**src/snne_pkg.sv**
```systemverilog
`timescale 1ns / 1ps
`default_nettype none
// ----------------------------------------------------------------------------
// snne_pkg
// shared types and codes of the sparse network evaluator
// ----------------------------------------------------------------------------
package snne_pkg;

  // request kinds
  localparam logic [2:0] REQ_LINK     = 3'd0;
  localparam logic [2:0] REQ_RANGE    = 3'd1;
  localparam logic [2:0] REQ_SENSOR   = 3'd2;
  localparam logic [2:0] REQ_ACTIVATE = 3'd3;
  localparam logic [2:0] REQ_CLEAR    = 3'd4;
  localparam logic [2:0] REQ_READ     = 3'd5;

  // result status codes
  localparam logic [1:0] STAT_OK    = 2'd0;
  localparam logic [1:0] STAT_RANGE = 2'd1;
  localparam logic [1:0] STAT_ORDER = 2'd2;

  // configuration register indexes
  localparam logic [1:0] CFG_BIAS  = 2'd0;
  localparam logic [1:0] CFG_INPUT = 2'd1;
  localparam logic [1:0] CFG_NODES = 2'd2;

  // q4.12 one
  localparam logic signed [15:0] Q_ONE = 16'sd4096;

  // width of node counters, holds up to the largest node count
  localparam int CW = 13;

  typedef struct packed {
    logic [CW-1:0] nc;
    logic [CW-1:0] ic;
    logic [CW-1:0] bc;
  } cnt_t;

  typedef struct packed {
    logic [2:0]         req;
    logic [1:0]         status;
    logic [11:0]        index;
    logic [7:0]         source;
    logic signed [15:0] weight;
    logic [12:0]        rstart;
    logic [12:0]        rend;
    logic signed [15:0] sensor;
  } cmd_t;

endpackage
`default_nettype wire

```
**src/snne_front.sv**
```systemverilog
`timescale 1ns / 1ps
`default_nettype none
// ----------------------------------------------------------------------------
// snne_front
// request intake: decode, range checks and a two-entry command queue
// ----------------------------------------------------------------------------
module snne_front #(
  parameter int MAX_NODES = 256,
  parameter int MAX_LINKS = 4096
) (
  input  wire logic           clk,
  input  wire logic           rst_n,
  input  wire snne_pkg::cnt_t cnt,
  input  wire logic           in_tvalid,
  output logic                in_tready,
  input  wire logic [79:0]    in_tdata,
  input  wire logic [2:0]     in_tuser,
  output logic                cmd_valid,
  output snne_pkg::cmd_t      cmd,
  input  wire logic           cmd_pop
);

  snne_pkg::cmd_t dec;
  snne_pkg::cmd_t q_r [2];
  logic           wp_r, rp_r;
  logic [1:0]     cnt_r;
  logic           push, drop;

  always_comb begin
    dec.req    = in_tuser;
    dec.index  = in_tdata[11:0];
    dec.source = in_tdata[19:12];
    dec.weight = in_tdata[35:20];
    dec.rstart = in_tdata[48:36];
    dec.rend   = in_tdata[61:49];
    dec.sensor = in_tdata[77:62];
    dec.status = snne_pkg::STAT_OK;
    drop       = 1'b0;
    case (in_tuser)
      snne_pkg::REQ_LINK: begin
        if (32'(dec.index) >= MAX_LINKS || 32'(dec.source) >= MAX_NODES)
          dec.status = snne_pkg::STAT_RANGE;
      end
      snne_pkg::REQ_RANGE: begin
        if (32'(dec.index) >= MAX_NODES || 32'(dec.rend) > MAX_LINKS)
          dec.status = snne_pkg::STAT_RANGE;
        else if (dec.rstart > dec.rend)
          dec.status = snne_pkg::STAT_ORDER;
      end
      snne_pkg::REQ_SENSOR: begin
        if (32'(cnt.bc) + 32'(dec.index) >= 32'(cnt.ic))
          dec.status = snne_pkg::STAT_RANGE;
      end
      snne_pkg::REQ_READ: begin
        if (32'(dec.index) >= 32'(cnt.nc))
          dec.status = snne_pkg::STAT_RANGE;
      end
      snne_pkg::REQ_ACTIVATE, snne_pkg::REQ_CLEAR: begin
      end
      default: begin
        drop = 1'b1;
      end
    endcase
  end

  assign in_tready = (cnt_r != 2'd2);
  assign push      = in_tvalid && in_tready && !drop;
  assign cmd_valid = (cnt_r != 2'd0);
  assign cmd       = q_r[rp_r];

  always_ff @(posedge clk) begin
    if (push) q_r[wp_r] <= dec;
  end

  always_ff @(posedge clk) begin
    if (!rst_n) begin
      wp_r  <= 1'b0;
      rp_r  <= 1'b0;
      cnt_r <= 2'd0;
    end else begin
      if (push) wp_r <= ~wp_r;
      if (cmd_pop) rp_r <= ~rp_r;
      cnt_r <= cnt_r + 2'(push) - 2'(cmd_pop);
    end
  end

endmodule
`default_nettype wire

```
**config.mk**
```make
export PLATFORM = sky130hd
export DESIGN_NAME = snne_front
export DESIGN_NICKNAME = d
export VERILOG_FILES = /design/src/snne_pkg.sv /design/src/snne_front.sv
export SDC_FILE = /design/constraint.sdc
export NUM_CORES = 1
export LEC_CHECK = 0
export ABC_AREA = 1
export BUFFER_PORTS_ARGS = -buffer_cell sky130_fd_sc_hd__buf_2
export CAP_MARGIN = 20
export CORE_MARGIN = 2
export CORE_UTILIZATION = 25
export CTS_CLUSTER_DIAMETER = 200
export DETAILED_ROUTE_END_ITERATION = 7
export GPL_ROUTABILITY_DRIVEN = 0
export GPL_TIMING_DRIVEN = 1
export RECOVER_POWER = 25
export REMOVE_ABC_BUFFERS = 1
export SKIP_LAST_GASP = 1
export SYNTH_ARGS = -nofsm -noshare
export SYNTH_HDL_FRONTEND = slang
export SYNTH_SLANG_ARGS = --single-unit
```
**constraint.sdc**
```tcl
create_clock -name clk -period 16 [get_ports clk]
set_clock_uncertainty 0.1 [all_clocks]
set_input_delay 4 -clock clk [delete_from_list [all_inputs] [get_ports clk]]
set_output_delay 4 -clock clk [all_outputs]
set_load 0.01 [all_outputs]
```
==> out/qor.json <==
{
  "final.fill_count": {"value": 3111},
  "place.port_buffers": {"value": 208},
  "cts-root-buf": {"value": "clkbuf_16"},
  "cts_max_path_buffers": {"value": 2},
  "maxSlewHeadroom": {"value": 46.7, "unit": "%"},
  "worst-path-max-fanout": {"value": 56},
  "critical-path-max-stage-delay": {"value": 720, "unit": "ps"},
  "finalSetupViolations": {"value": 0},
  "period_minus_slack": {"value": 6440, "unit": "ps"},
  "first_pass_grt_wire_length": {"value": 27200, "unit": "um"},
  "gr-max-usage-layer": {"value": "met2"},
  "status": {"value": "complete, no violations"},
  "floorplan.die.height": {"value": 181, "unit": "um"},
  "drt_first_iter_violations": {"value": 163},
  "global_route.overflow_total": {"value": 0},
  "post_synth_instance_area": {"value": 7850, "unit": "um^2"},
  "final-hold-violation-count": {"value": 0},
  "design.die.area": {"value": 32800, "unit": "um^2"},
  "synth_edf_count": {"value": 166},
  "cts_tree": {"value": "yes"},
  "critPathLaunchType": {"value": "flop"},
  "power.density": {"value": 111, "unit": "nW/um^2"},
  "drt-total-wl": {"value": 17600, "unit": "um"},
  "boundaryPins": {"value": 211},
  "final_antenna_net_count": {"value": 0},
  "fin_crit_sh": {"value": 40.2, "unit": "%"},
  "cts.repair_timing.setup_buffer_count": {"value": 0},
  "wl_per_cell": {"value": 14.8, "unit": "um"},
  "synth_cell_types": {"value": 30},
  "grt_start_max_net_pins": {"value": 57},
  "initial_core_util": {"value": 25.5, "unit": "%"},
  "leading_cell_type_in_the_layout_fill_and_taps_excluded": {"value": "buf_2"},
  "cts_made_buffers": {"value": 17},
  "globalRouteMet2Util": {"value": 18.2, "unit": "%"},
  "worst-endpoint-required": {"value": 11900, "unit": "ps"},
  "clock_latency_late_sink": {"value": 420, "unit": "ps"},
  "grtUsageMet1": {"value": 13.5, "unit": "%"},
  "series_of_cell_instances_along_the_critical_path": {"value": "buf_4 -> mux2_2 -> buf_2"},
  "tightestPinTransition": {"value": 800, "unit": "ps"},
  "track_usage": {"value": 10.8, "unit": "%"},
  "clk_pin_slew_worst_paths": {"value": 70, "unit": "ps"},
  "syn_area_per_cell": {"value": 14.1, "unit": "um^2"},
  "worstHoldPathType": {"value": "flop to flop"},
  "grt_setup_unrepaired": {"value": "no"},
  "antenna-diode-count": {"value": 0},
  "ctsResizeCount": {"value": 0},
  "max_cap_violations": {"value": 0},
  "syn2layout_area_growth": {"value": 26.6, "unit": "%"},
  "viasPerCell": {"value": 4.16},
  "power_leakage": {"value": 4.06, "unit": "nW"},
  "floorplan.core_area": {"value": 30700, "unit": "um^2"},
  "fraction_of_layout_instances_using_a_drive_strength_above_1": {"value": 39.5, "unit": "%"},
  "via_count_of_the_first_global_routing_pass": {"value": 5150},
  "fin_hold_ws": {"value": 392, "unit": "ps"},
  "setup-tns-final": {"value": 0, "unit": "ps"},
  "finalNonFillerCells": {"value": 1190},
  "regToRegStartpoint": {"value": "cnt_r[0]$_SDFF_PN0_"},
  "first_pass_iters": {"value": 6},
  "numClockSinks": {"value": 171},
  "dpl.hpwl": {"value": 12900, "unit": "um"},
  "synth.yosys.seq_area_share": {"value": 64.8, "unit": "%"},
  "max_freq": {"value": 0.155, "unit": "GHz"},
  "final_cell_area": {"value": 9930, "unit": "um^2"},
  "placed_area": {"value": 9400, "unit": "um^2"},
  "timing.critical_path.to_type": {"value": "primary output"},
  "syn_inst": {"value": 558},
  "cp_top_family": {"value": "buffers and inverters"},
  "ctsHoldBuffers": {"value": 0},
  "ff_latch_area": {"value": 5090, "unit": "um^2"},
  "dpl.cell_count": {"value": 1158},
  "maxSlewViolCount": {"value": 0},
  "timing.hold.worst.start": {"value": "cnt_r[1]$_SDFF_PN0_"},
  "die_width": {"value": 181, "unit": "um"},
  "grt.met3_usage": {"value": 3.06, "unit": "%"},
  "synth.yosys.warnings": {"value": 0},
  "antenna_found_initial": {"value": 0},
  "finalNetCount": {"value": 960},
  "synth_flop_cell": {"value": "edfxtp_1"},
  "area_of_the_multi_input_gates": {"value": 2470, "unit": "um^2"},
  "critical_path_arrival": {"value": 2340, "unit": "ps"},
  "layout.cells.most_common_list": {"value": "buf_2, edfxtp_1, mux2_2, inv_1, nand2_1"},
  "dr_vias": {"value": 4955},
  "cts.htree.levels": {"value": 4},
  "setup.worst_path.class": {"value": "flop to primary output"},
  "drc_viols": {"value": 0},
  "ir_worst_vdd": {"value": 0.0000589, "unit": "V"},
  "ys_seq_elements": {"value": 171},
  "cell_with_the_largest_stage_delay_on_the_worst_path": {"value": "buf_4"},
  "p_total": {"value": 1.11, "unit": "mW"},
  "num_rows": {"value": 64},
  "cp_num_buf_inv": {"value": 2},
  "ys_async_sr_fraction": {"value": 0, "unit": "%"}
}
logic make-up (layout without fill, tap and decap cells):
kind of cell | after synthesis | count (layout) | synth area share (%)
compound gates | 48 | 48 | 3.57
simple gates | 114 | 114 | 6.09
mux | 83 | 83 | 11.9
flops | 171 | 171 | 64.8
buf+inv | 78 | 314 | 3.87
xor+xnor | 11 | 11 | 1.23
fa+ha+maj | 53 | 53 | 8.54
synthesized netlist by cell type, types with 2 or more instances:
library cell / instances / area (um^2)
ha_1: 52 / 651
nand2_1: 66 / 248
nand3_1: 7 / 35.0
o21ai_0: 10 / 50.1
mux2_2: 83 / 935
nor2_1: 24 / 90.1
a21oi_2: 3 / 26.3
a211oi_1: 3 / 22.5
nand4_1: 8 / 50.1
a21oi_1: 24 / 120
nor3_1: 3 / 15.0
buf_2: 9 / 45.0
nor4_1: 2 / 12.5
o21ai_2: 2 / 17.5
xor2_1: 7 / 61.3
inv_1: 69 / 259
dfxtp_1: 5 / 100
edfxtp_1: 166 / 4980
xnor2_1: 4 / 35.0
tightest hold or removal path, cell delays in order, from the launching register on:
cell and delay, ps:
dfxtp_1 310, inv_1 80, a21oi_1 60
state kept, by name, summed over array words and instances (netlist names), named ones only:
name,flops
wp_r,1
cnt_r,2
q_r,166
rp_r,1
area by class of cell:
cell class	count	share of cell area, %
timing repair buffer	213	10.6
clock inverter	14	1.36
tap	396	4.99
multi-input combinational	309	24.9
inverter	69	2.61
sequential	171	51.2
clock buffer	18	4.32
path summary, 6_finish.rpt:
check                              end  slack, ps  cells after the start
setup reg to reg  q_r[1][63]$_DFFE_PP_      13500                      6
setup / recovery               cmd[63]       9560                      3
hold / removal     cnt_r[1]$_SDFF_PN0_        390                      2
hold reg to reg    cnt_r[1]$_SDFF_PN0_        390                      2
where the power goes:
| group | internal [mW] | switching, mW | total [mW] |
|---|---|---|---|
| Combinational | 0.0748 | 0.101 | 0.176 |
| Clock | 0.217 | 0.175 | 0.393 |
| Sequential | 0.529 | 0.00857 | 0.538 |
stage by stage:
step / setup slack (ps) / util (%)
finish: 9560 / 32.3
CTS: 9450 / 32.4
floorplan: 7660 / -
global route: 9410 / 32.3
global placement: 9340 / 30.6
detailed placement: 9330 / 30.6
layer usage:
metal  share of wire (%)  up-vias
met5                   0        -
met4                0.94        0
met3                 5.9        7
met2                  48      146
met1                  45     2336
li1                    -     2466
Note: power is estimated with default switching activity, not from simulation.
